`config.mk`:
```
export PLATFORM = sky130hd
export DESIGN_NAME = relative_path_utf8_validator_flat
export DESIGN_NICKNAME = d
export VERILOG_FILES = /design/src/hw/rtl/rpuv_pkg.sv /design/src/hw/rtl/rpuv_if.sv /design/src/hw/rtl/relative_path_utf8_validator.sv /design/src/flat_wrapper.sv
export SDC_FILE = /design/constraint.sdc
export NUM_CORES = 1
export LEC_CHECK = 0
export BUFFER_PORTS_ARGS = -buffer_cell sky130_fd_sc_hd__buf_4
export CAP_MARGIN = 25
export CORE_MARGIN = 8
export CORE_UTILIZATION = 40
export DETAILED_ROUTE_END_ITERATION = 8
export GPL_TIMING_DRIVEN = 0
export PLACE_DENSITY_LB_ADDON = 0.2
export REMOVE_ABC_BUFFERS = 1
export SETUP_SLACK_MARGIN = 0.1
export SLEW_MARGIN = 20
export SYNTH_ARGS = -nofsm -noshare
export SYNTH_HDL_FRONTEND = slang
export SYNTH_SLANG_ARGS = --single-unit
```
`constraint.sdc`:
```
create_clock -name clk -period 11.3 [get_ports clk]
set_input_delay 1.13 -clock clk [delete_from_list [all_inputs] [get_ports clk]]
set_output_delay 1.13 -clock clk [all_outputs]
set_load 0.01 [all_outputs]
```
`src/hw/rtl/rpuv_pkg.sv`:
```
// ----------------------------------------------------------------------------
// Relative path validator package
// Widths, register map, byte codes and beat types shared by the path
// validator, its channel interfaces and its checker.
// ----------------------------------------------------------------------------
package rpuv_pkg;

  localparam int CNT_W = 11;
  localparam logic [CNT_W-1:0] CNT_MAX      = '1;
  localparam logic [CNT_W-1:0] MAX_PATH_RST = 11'd1024;

  localparam int CFG_AW = 3;
  localparam int CFG_DW = 32;
  // Register select is paddr[2]; the low two bits are the byte offset.
  localparam logic REG_MAX_PATH = 1'b0;

  localparam logic [7:0] CH_NUL    = 8'h00;
  localparam logic [7:0] CH_DOT    = 8'h2e;
  localparam logic [7:0] CH_SLASH  = 8'h2f;
  localparam logic [7:0] CH_BSLASH = 8'h5c;
  localparam logic [7:0] CH_ONE    = 8'h31;
  localparam logic [7:0] CH_NINE   = 8'h39;
  localparam logic [7:0] CH_LOW_A  = 8'h61;
  localparam logic [7:0] CH_LOW_Z  = 8'h7a;

  localparam logic [23:0] DEV_CON = "CON";
  localparam logic [23:0] DEV_PRN = "PRN";
  localparam logic [23:0] DEV_AUX = "AUX";
  localparam logic [23:0] DEV_NUL = "NUL";
  localparam logic [23:0] DEV_COM = "COM";
  localparam logic [23:0] DEV_LPT = "LPT";

  localparam logic [20:0] CP_MIN_2B = 21'h00080;
  localparam logic [20:0] CP_MIN_3B = 21'h00800;
  localparam logic [20:0] CP_MIN_4B = 21'h10000;
  localparam logic [20:0] CP_MAX    = 21'h10ffff;
  localparam logic [20:0] CP_SUR_LO = 21'h0d800;
  localparam logic [20:0] CP_SUR_HI = 21'h0dfff;

  typedef struct packed {
    logic [7:0] char_byte;
    logic       byte_present;
    logic       last_byte;
  } in_beat_t;

  typedef struct packed {
    logic             path_ok;
    logic [CNT_W-1:0] byte_total;
  } out_beat_t;

endpackage

```
`src/hw/rtl/rpuv_if.sv`:
```
// ----------------------------------------------------------------------------
// Path validator channel interfaces
// Valid/ready channels for path bytes in and verdicts out.
// ----------------------------------------------------------------------------
interface rpuv_in_if;
  import rpuv_pkg::*;

  logic       valid;
  logic       ready;
  logic [7:0] char_byte;
  logic       byte_present;
  logic       last_byte;

  modport source (output valid, output char_byte, output byte_present,
                  output last_byte, input ready);
  modport sink (input valid, input char_byte, input byte_present,
                input last_byte, output ready);
endinterface

interface rpuv_out_if;
  import rpuv_pkg::*;

  logic             valid;
  logic             ready;
  logic             path_ok;
  logic [CNT_W-1:0] byte_total;

  modport source (output valid, output path_ok, output byte_total, input ready);
  modport sink (input valid, input path_ok, input byte_total, output ready);
endinterface

```
`src/hw/rtl/relative_path_utf8_validator.sv`:
```
// ----------------------------------------------------------------------------
// Relative path UTF-8 validator
// A verdict is registered in the result stage when the last beat of a path leaves the input stage.
// Throughput: one beat per cycle while the input stage is not stalled.
// The input stage only stalls when a verdict waits behind an untaken one.
// Reset (synchronous, rst_n low) clears all path state, both pipeline stages
// and sets max_path_r to 1024.
// ----------------------------------------------------------------------------
module relative_path_utf8_validator (
  input  logic                         clk,
  input  logic                         rst_n,
  rpuv_in_if.sink                      in_if,
  rpuv_out_if.source                   out_if,
  input  logic                         psel,
  input  logic                         penable,
  input  logic                         pwrite,
  input  logic [rpuv_pkg::CFG_AW-1:0]  paddr,
  input  logic [rpuv_pkg::CFG_DW-1:0]  pwdata,
  output logic [rpuv_pkg::CFG_DW-1:0]  prdata,
  output logic                         pready
);
  import rpuv_pkg::*;

  logic [CNT_W-1:0] max_path_r;

  in_beat_t  s1_r;
  logic      s1_vld_r;
  logic      s1_adv;
  out_beat_t out_r;
  out_beat_t out_nxt;
  logic      out_vld_r;

  logic [CNT_W-1:0] cnt_r, cnt_nxt;
  logic [1:0]       pend_r, pend_nxt;
  logic [1:0]       seq_r, seq_nxt;
  logic [20:0]      cp_r, cp_nxt;
  logic [2:0]       clen_r, clen_nxt;
  logic [31:0]      head_r, head_nxt;
  logic [2:0]       dot_r, dot_nxt;
  logic             aslash_r, aslash_nxt;
  logic             fail_r, fail_nxt;

  function automatic logic [7:0] fold_upper(input logic [7:0] c);
    if (c >= CH_LOW_A && c <= CH_LOW_Z) begin
      return c - 8'h20;
    end
    return c;
  endfunction

  function automatic logic comp_bad(input logic aslash, input logic [2:0] clen,
                                    input logic [31:0] head, input logic [2:0] dot);
    logic [2:0]  stem_len;
    logic [23:0] three;
    logic [7:0]  c3;
    logic        bad;
    stem_len = (dot != 3'd0) ? dot : clen;
    three    = {fold_upper(head[7:0]), fold_upper(head[15:8]), fold_upper(head[23:16])};
    c3       = fold_upper(head[31:24]);
    bad      = aslash;
    if (clen == 3'd1 && head[7:0] == CH_DOT) begin
      bad = 1'b1;
    end
    if (clen == 3'd2 && head[15:0] == {CH_DOT, CH_DOT}) begin
      bad = 1'b1;
    end
    if (stem_len == 3'd3 && (three == DEV_CON || three == DEV_PRN ||
                             three == DEV_AUX || three == DEV_NUL)) begin
      bad = 1'b1;
    end
    if (stem_len == 3'd4 && (three == DEV_COM || three == DEV_LPT) &&
        c3 >= CH_ONE && c3 <= CH_NINE) begin
      bad = 1'b1;
    end
    return bad;
  endfunction

  function automatic logic cp_bad(input logic [20:0] cp, input logic [1:0] seq);
    logic [20:0] minimum;
    unique case (seq)
      2'd1:    minimum = CP_MIN_2B;
      2'd2:    minimum = CP_MIN_3B;
      default: minimum = CP_MIN_4B;
    endcase
    return (cp < minimum) || (cp > CP_MAX) || (cp >= CP_SUR_LO && cp <= CP_SUR_HI);
  endfunction

  // Configuration port
  assign pready = 1'b1;
  assign prdata = (paddr[2] == REG_MAX_PATH) ? CFG_DW'(max_path_r) : '0;

  always_ff @(posedge clk) begin
    if (!rst_n) begin
      max_path_r <= MAX_PATH_RST;
    end else if (psel && penable && pwrite && paddr[2] == REG_MAX_PATH) begin
      max_path_r <= pwdata[CNT_W-1:0];
    end
  end

  // Input stage
  assign s1_adv      = s1_vld_r && (!s1_r.last_byte || !out_vld_r || out_if.ready);
  assign in_if.ready = !s1_vld_r || s1_adv;

  always_ff @(posedge clk) begin
    if (!rst_n) begin
      s1_vld_r <= 1'b0;
    end else if (in_if.valid && in_if.ready) begin
      s1_vld_r <= 1'b1;
    end else if (s1_adv) begin
      s1_vld_r <= 1'b0;
    end
  end

  always_ff @(posedge clk) begin
    if (in_if.valid && in_if.ready) begin
      s1_r <= '{char_byte: in_if.char_byte, byte_present: in_if.byte_present,
                last_byte: in_if.last_byte};
    end
  end

  // Path state update
  always_comb begin
    logic [7:0] b;
    logic       lead;
    b          = s1_r.char_byte;
    lead       = 1'b1;
    cnt_nxt    = cnt_r;
    pend_nxt   = pend_r;
    seq_nxt    = seq_r;
    cp_nxt     = cp_r;
    clen_nxt   = clen_r;
    head_nxt   = head_r;
    dot_nxt    = dot_r;
    aslash_nxt = aslash_r;
    fail_nxt   = fail_r;
    out_nxt    = '{path_ok: 1'b0, byte_total: '0};

    if (s1_r.byte_present) begin
      if (cnt_r != CNT_MAX) begin
        cnt_nxt = cnt_r + 1'b1;
      end
      if (b == CH_NUL || b == CH_BSLASH) begin
        fail_nxt = 1'b1;
      end

      if (pend_r != 2'd0) begin
        if (b[7:6] == 2'b10) begin
          lead     = 1'b0;
          cp_nxt   = {cp_r[14:0], b[5:0]};
          pend_nxt = pend_r - 1'b1;
          if (pend_nxt == 2'd0 && cp_bad(cp_nxt, seq_r)) begin
            fail_nxt = 1'b1;
          end
        end else begin
          fail_nxt = 1'b1;
          pend_nxt = 2'd0;
        end
      end
      if (lead && b[7]) begin
        priority if (b[7:5] == 3'b110) begin
          cp_nxt   = {16'd0, b[4:0]};
          seq_nxt  = 2'd1;
          pend_nxt = 2'd1;
        end else if (b[7:4] == 4'b1110) begin
          cp_nxt   = {17'd0, b[3:0]};
          seq_nxt  = 2'd2;
          pend_nxt = 2'd2;
        end else if (b[7:3] == 5'b11110) begin
          cp_nxt   = {18'd0, b[2:0]};
          seq_nxt  = 2'd3;
          pend_nxt = 2'd3;
        end else begin
          fail_nxt = 1'b1;
        end
      end

      if (b == CH_SLASH) begin
        if (comp_bad(aslash_r, clen_r, head_r, dot_r)) begin
          fail_nxt = 1'b1;
        end
        aslash_nxt = 1'b1;
        clen_nxt   = 3'd0;
        head_nxt   = '0;
        dot_nxt    = 3'd0;
      end else begin
        if (!clen_r[2]) begin
          head_nxt[{clen_r[1:0], 3'b000} +: 8] = head_r[{clen_r[1:0], 3'b000} +: 8] | b;
        end
        if (b == CH_DOT && clen_r != 3'd0) begin
          dot_nxt = clen_r;
        end
        if (clen_r != 3'd7) begin
          clen_nxt = clen_r + 1'b1;
        end
        aslash_nxt = 1'b0;
      end
    end

    if (s1_r.last_byte) begin
      if (pend_nxt != 2'd0 || comp_bad(aslash_nxt, clen_nxt, head_nxt, dot_nxt) ||
          cnt_nxt > max_path_r) begin
        fail_nxt = 1'b1;
      end
      out_nxt    = '{path_ok: !fail_nxt, byte_total: cnt_nxt};
      cnt_nxt    = '0;
      pend_nxt   = 2'd0;
      seq_nxt    = 2'd0;
      cp_nxt     = '0;
      clen_nxt   = 3'd0;
      head_nxt   = '0;
      dot_nxt    = 3'd0;
      aslash_nxt = 1'b1;
      fail_nxt   = 1'b0;
    end
  end

  always_ff @(posedge clk) begin
    if (!rst_n) begin
      cnt_r    <= '0;
      pend_r   <= 2'd0;
      seq_r    <= 2'd0;
      cp_r     <= '0;
      clen_r   <= 3'd0;
      head_r   <= '0;
      dot_r    <= 3'd0;
      aslash_r <= 1'b1;
      fail_r   <= 1'b0;
    end else if (s1_adv) begin
      cnt_r    <= cnt_nxt;
      pend_r   <= pend_nxt;
      seq_r    <= seq_nxt;
      cp_r     <= cp_nxt;
      clen_r   <= clen_nxt;
      head_r   <= head_nxt;
      dot_r    <= dot_nxt;
      aslash_r <= aslash_nxt;
      fail_r   <= fail_nxt;
    end
  end

  // Result stage
  always_ff @(posedge clk) begin
    if (!rst_n) begin
      out_vld_r <= 1'b0;
    end else if (s1_adv && s1_r.last_byte) begin
      out_vld_r <= 1'b1;
    end else if (out_if.ready) begin
      out_vld_r <= 1'b0;
    end
  end

  always_ff @(posedge clk) begin
    if (s1_adv && s1_r.last_byte) begin
      out_r <= out_nxt;
    end
  end

  assign out_if.valid      = out_vld_r;
  assign out_if.path_ok    = out_r.path_ok;
  assign out_if.byte_total = out_r.byte_total;

endmodule

```
`src/flat_wrapper.sv`:
```
// flat-port wrapper written by rule: the top's interface ports become plain ports
module relative_path_utf8_validator_flat import rpuv_pkg::*;
  (clk, rst_n, psel, penable, pwrite, paddr, pwdata, prdata, pready, in_if_valid, in_if_char_byte, in_if_byte_present, in_if_last_byte, in_if_ready, out_if_valid, out_if_path_ok, out_if_byte_total, out_if_ready);
  rpuv_in_if in_if_i ();
  rpuv_out_if out_if_i ();
  input  logic clk;
  input  logic rst_n;
  input  logic psel;
  input  logic penable;
  input  logic pwrite;
  input  logic [rpuv_pkg::CFG_AW-1:0] paddr;
  input  logic [rpuv_pkg::CFG_DW-1:0] pwdata;
  output logic [rpuv_pkg::CFG_DW-1:0] prdata;
  output logic pready;
  input wire logic [$bits(in_if_i.valid)-1:0] in_if_valid;
  input wire logic [$bits(in_if_i.char_byte)-1:0] in_if_char_byte;
  input wire logic [$bits(in_if_i.byte_present)-1:0] in_if_byte_present;
  input wire logic [$bits(in_if_i.last_byte)-1:0] in_if_last_byte;
  output wire logic [$bits(in_if_i.ready)-1:0] in_if_ready;
  output wire logic [$bits(out_if_i.valid)-1:0] out_if_valid;
  output wire logic [$bits(out_if_i.path_ok)-1:0] out_if_path_ok;
  output wire logic [$bits(out_if_i.byte_total)-1:0] out_if_byte_total;
  input wire logic [$bits(out_if_i.ready)-1:0] out_if_ready;
  assign in_if_i.valid = in_if_valid;
  assign in_if_i.char_byte = in_if_char_byte;
  assign in_if_i.byte_present = in_if_byte_present;
  assign in_if_i.last_byte = in_if_last_byte;
  assign in_if_ready = in_if_i.ready;
  assign out_if_valid = out_if_i.valid;
  assign out_if_path_ok = out_if_i.path_ok;
  assign out_if_byte_total = out_if_i.byte_total;
  assign out_if_i.ready = out_if_ready;
  relative_path_utf8_validator u_core (.clk(clk), .rst_n(rst_n), .in_if(in_if_i), .out_if(out_if_i), .psel(psel), .penable(penable), .pwrite(pwrite), .paddr(paddr), .pwdata(pwdata), .prdata(prdata), .pready(pready));
endmodule
```
==> flow_metrics.py <==
metrics = {
    "place": {
        "dp_hpwl_um": 16600,
        "numPlacedInstances": 1118,
        "io_buffers": 53,
        "place_congestion": 0.985,
    },
    "synth": {
        "synth_seq_cells": 105,
        "ys_top_cells_by_count": "93 x nand2_1, 83 x dfxtp_1, 75 x nor2_1",
        "synthTopCellsByArea": "dfxtp_1 23%, edfxtp_1 9.2%, ha_1 5.2%, nand2_1 4.9%, nor2_1 3.9%",
        "yosysUniqueCellTypes": 77,
        "synth_compound_area_share_pct": 22.9,
        "synth_top_cell_by_area": "dfxtp_1",
        "synth_area_mm2": 0.00715,
        "seq_area_frac_synth_pct": 32.5,
        "synth_top_family_by_area": "simple AND/OR/NAND/NOR gates",
        "synth-edff-count": 22,
        "synth-xor-area-share_pct": 0.980,
        "synth_top_cell_area_share_pct": 23.2,
        "netlist_instances": 886,
        "synthArstFlopShare_pct": 0,
        "synth-simple-area-share_pct": 26.0,
        "synthMuxAreaShare_pct": 4.65,
        "yosys.cell_count.top_type": "nand2_1",
        "ys_warn_count": 0,
        "synth_ff_type": "dfxtp_1",
        "avgSynthCellArea_um2": 8.07,
        "synthAdderAreaFrac_pct": 5.25,
    },
    "cts": {
        "cts_max_level": 3,
        "cts_hold_buf": 0,
        "cts_buffers": 9,
        "clkTransAtPathRegs_ns": 0.07,
        "cts.repair.resized": 0,
        "cts-root-buf": "clkbuf_16",
        "cts_setup_buffers": 0,
        "cts_tree": "yes",
        "clock_path_buffers": 2,
        "clock_latency_ns": 0.35,
        "clock_sinks": 105,
    },
    "setup_path": {
        "criticalPathCategory": "flop to flop",
        "worstReg2RegEnd": "u_core.out_if.path_ok$_SDFFCE_PN0P_",
        "critPathBufInv": 2,
        "worst_setup_path_start_kind": "flop",
        "crit_arrival_ns": 5.38,
        "crit_chain": "clkinv_1 > nor3_2 > buf_4 > nor3_1 > a31oi_1 > ha_1 > a2111oi_0 > a21oi_1 > a2111oi_0 > a21boi_1",
        "cp.required_ns": 11.34,
        "critPathTopFamily": "compound AO/OA/AOI/OAI gates",
        "cpMaxStageDelayCell": "a2111oi_0",
        "r2r_cells": 10,
        "critPathMostFrequentCell": "a2111oi_0",
        "slowest_delay_ns": 0.92,
        "crit_path_max_fanout": 19,
        "r2r-start": "u_core.s1_r[1]$_DFFE_PP_",
        "end_kind": "flop",
        "ff2ff_setup_slack_ns": 5.96,
    },
    "grt": {
        "antenna_found_initial": 0,
        "use_met1_pct": 27.1,
        "grt_busiest_layer": "met2",
        "grt_pass1_wl_um": 36000,
        "grt_pass1_vias": 6451,
        "grt_max_degree": 58,
        "grtUsageMet2_pct": 31.6,
        "grt.met3_usage_pct": 4.99,
        "overflow": 0,
        "grt_usage_pct": 20.5,
    },
    "floorplanning": {
        "dieHeight_um": 150,
        "core-area_mm2": 0.0178,
        "die_w_um": 150,
        "start_util_pct": 40.2,
        "ios": 99,
        "dieArea_mm2": 0.0224,
        "row_count": 49,
    },
    "route": {
        "drc": 0,
        "viasPerCell": 5.90,
        "antenna_left": 0,
        "drt_iter0_drc": 651,
        "route.vias.total": 6702,
        "routedWlPerCell_um": 20.1,
        "wl_um": 22800,
        "dr.pass1.iters": 6,
    },
    "timing": {
        "fin_crit_sh_pct": 47.2,
        "rsz0062_at_grt": "false",
        "finalSetupTns_ns": 0,
        "worstMarginPinSlew_ns": 1.04,
        "clock_skew_ns": 0.00564,
        "final-hold-violation-count": 0,
        "slew_viol_final": 0,
        "setup_viol": 0,
        "slew_headroom_pct": 28.8,
        "layout_min_cycle_time_ns": 5.34,
        "clock.fmax_mhz": 187,
    },
    "cells_and_area": {
        "drive_above_1_share_pct": 10.8,
        "nFillCells": 1833,
        "multi_input_area_mm2": 0.00436,
        "nets": 983,
        "fin_util_pct": 44.4,
        "area_growth_pct": 10.3,
        "diodes": 0,
        "final_cells": 1135,
        "ff_latch_area_mm2": 0.00232,
    },
    "pwr": {
        "ir_worst_vdd_uv": 77.9,
        "p_per_area_mw_per_mm2": 101,
        "p_leak_nw": 2.96,
        "total_power_mw": 0.801,
    },
    "worst_hold_path": {
        "holdCritStartpoint": "u_core.max_path_r[5]$_SDFFE_PN0P_",
        "holdPathEnd": "u_core.max_path_r[5]$_SDFFE_PN0P_",
        "hold_depth": 2,
        "hold_class": "flop to flop",
    },
    "run": {
        "cap_violations": 0,
    },
    "status": {
        "status": "finished, final reports clean",
    },
}
cells by family (layout without fill, tap and decap cells):
group / after synthesis / after routing
muxes: 28 / 28
and+or+nand+nor: 358 / 358
buffers and inverters: 119 / 119
AOI/OAI and AO/OA: 236 / 236
adders and majority gates: 30 / 30
DFF: 105 / 105
other: 2 / 22
xor gates and xnor gates: 8 / 8
layout make-up:
| type | count | area share (%) |
|---|---|---|
| multi-input combinational | 682 | 55.3 |
| sequential | 105 | 29.4 |
| timing repair buffer | 58 | 5.72 |
| tap | 229 | 3.63 |
| clock buffer | 11 | 3.34 |
| inverter | 45 | 2.14 |
| clock inverter | 5 | 0.444 |
layout by cell type (no fill, tap or decap), types with 24 or more instances in the layout:
cell type,Yosys,final
dfxtp_1,83,83
nand2_1,93,93
buf_4,22,54
ha_1,30,30
a22oi_1,31,31
o21ai_0,47,47
inv_1,43,43
a21oi_1,33,33
nor2b_1,38,38
nor2_1,75,74
nand3_1,24,24
stage by stage:
step                instance area (µm²)  hold slack (ns)  worst slack (ns)
floorplan                          6850            0.426              6.86
global placement                   7530            0.453              4.44
detailed placement                 7590            0.458              6.26
CTS                                7890            0.469              6.24
global route                       7890            0.489              5.75
finish                             7890            0.467              5.96
sequential cells by signal, indices dropped and copies added, names as in the netlist:
signal                    flops
u_core.seq_r                  2
u_core.head_r                32
u_core.max_path_r            11
u_core.out_if.path_ok         1
u_core.out_if.valid           1
u_core.out_if.byte_total     11
u_core.cnt_r                 11
u_core.clen_r                 3
u_core.aslash_r               1
u_core.pend_r                 2
u_core.fail_r                 1
u_core.s1_vld_r               1
u_core.cp_r                  15
u_core.dot_r                  3
u_core.s1_r                  10
per-layer routing:
metal / vias to the layer above / part of all wire (%)
met1: 3146 / 45
li1: 3234 / -
met5: - / 0
met4: 0 / 2.7
met3: 43 / 8.5
met2: 279 / 44
worst register-to-register path: cells and delay by family (launching register included):
kind                       cells  cell delay [ns]
adders and majority gates      1             0.28
buffers and inverters          2             1.07
and+or+nand+nor                2             0.92
AOI/OAI and AO/OA              5             1.91
DFF                            1             0.83
worst max path at each step:
stage,start,end,depth (start not counted)
2_1_floorplan,u_core.s1_r[1]$_DFFE_PP_,u_core.out_if.path_ok$_SDFFCE_PN0P_,9
3_3_place_gp,u_core.s1_r[1]$_DFFE_PP_,u_core.out_if.path_ok$_SDFFCE_PN0P_,9
3_5_place_dp,u_core.s1_r[1]$_DFFE_PP_,u_core.out_if.path_ok$_SDFFCE_PN0P_,10
4_1_cts,u_core.s1_r[1]$_DFFE_PP_,u_core.out_if.path_ok$_SDFFCE_PN0P_,10
5_1_grt,u_core.s1_r[1]$_DFFE_PP_,u_core.out_if.path_ok$_SDFFCE_PN0P_,10
6_report,u_core.s1_r[1]$_DFFE_PP_,u_core.out_if.path_ok$_SDFFCE_PN0P_,10
power breakdown:
| group | switching, mW | internal (mW) | leakage [nW] |
|---|---|---|---|
| registers | 0.0120 | 0.388 | 0.886 |
| clock network | 0.144 | 0.170 | 0.149 |
| logic | 0.0554 | 0.0315 | 1.92 |
No activity file was read; power rests on OpenSTA's default activity.
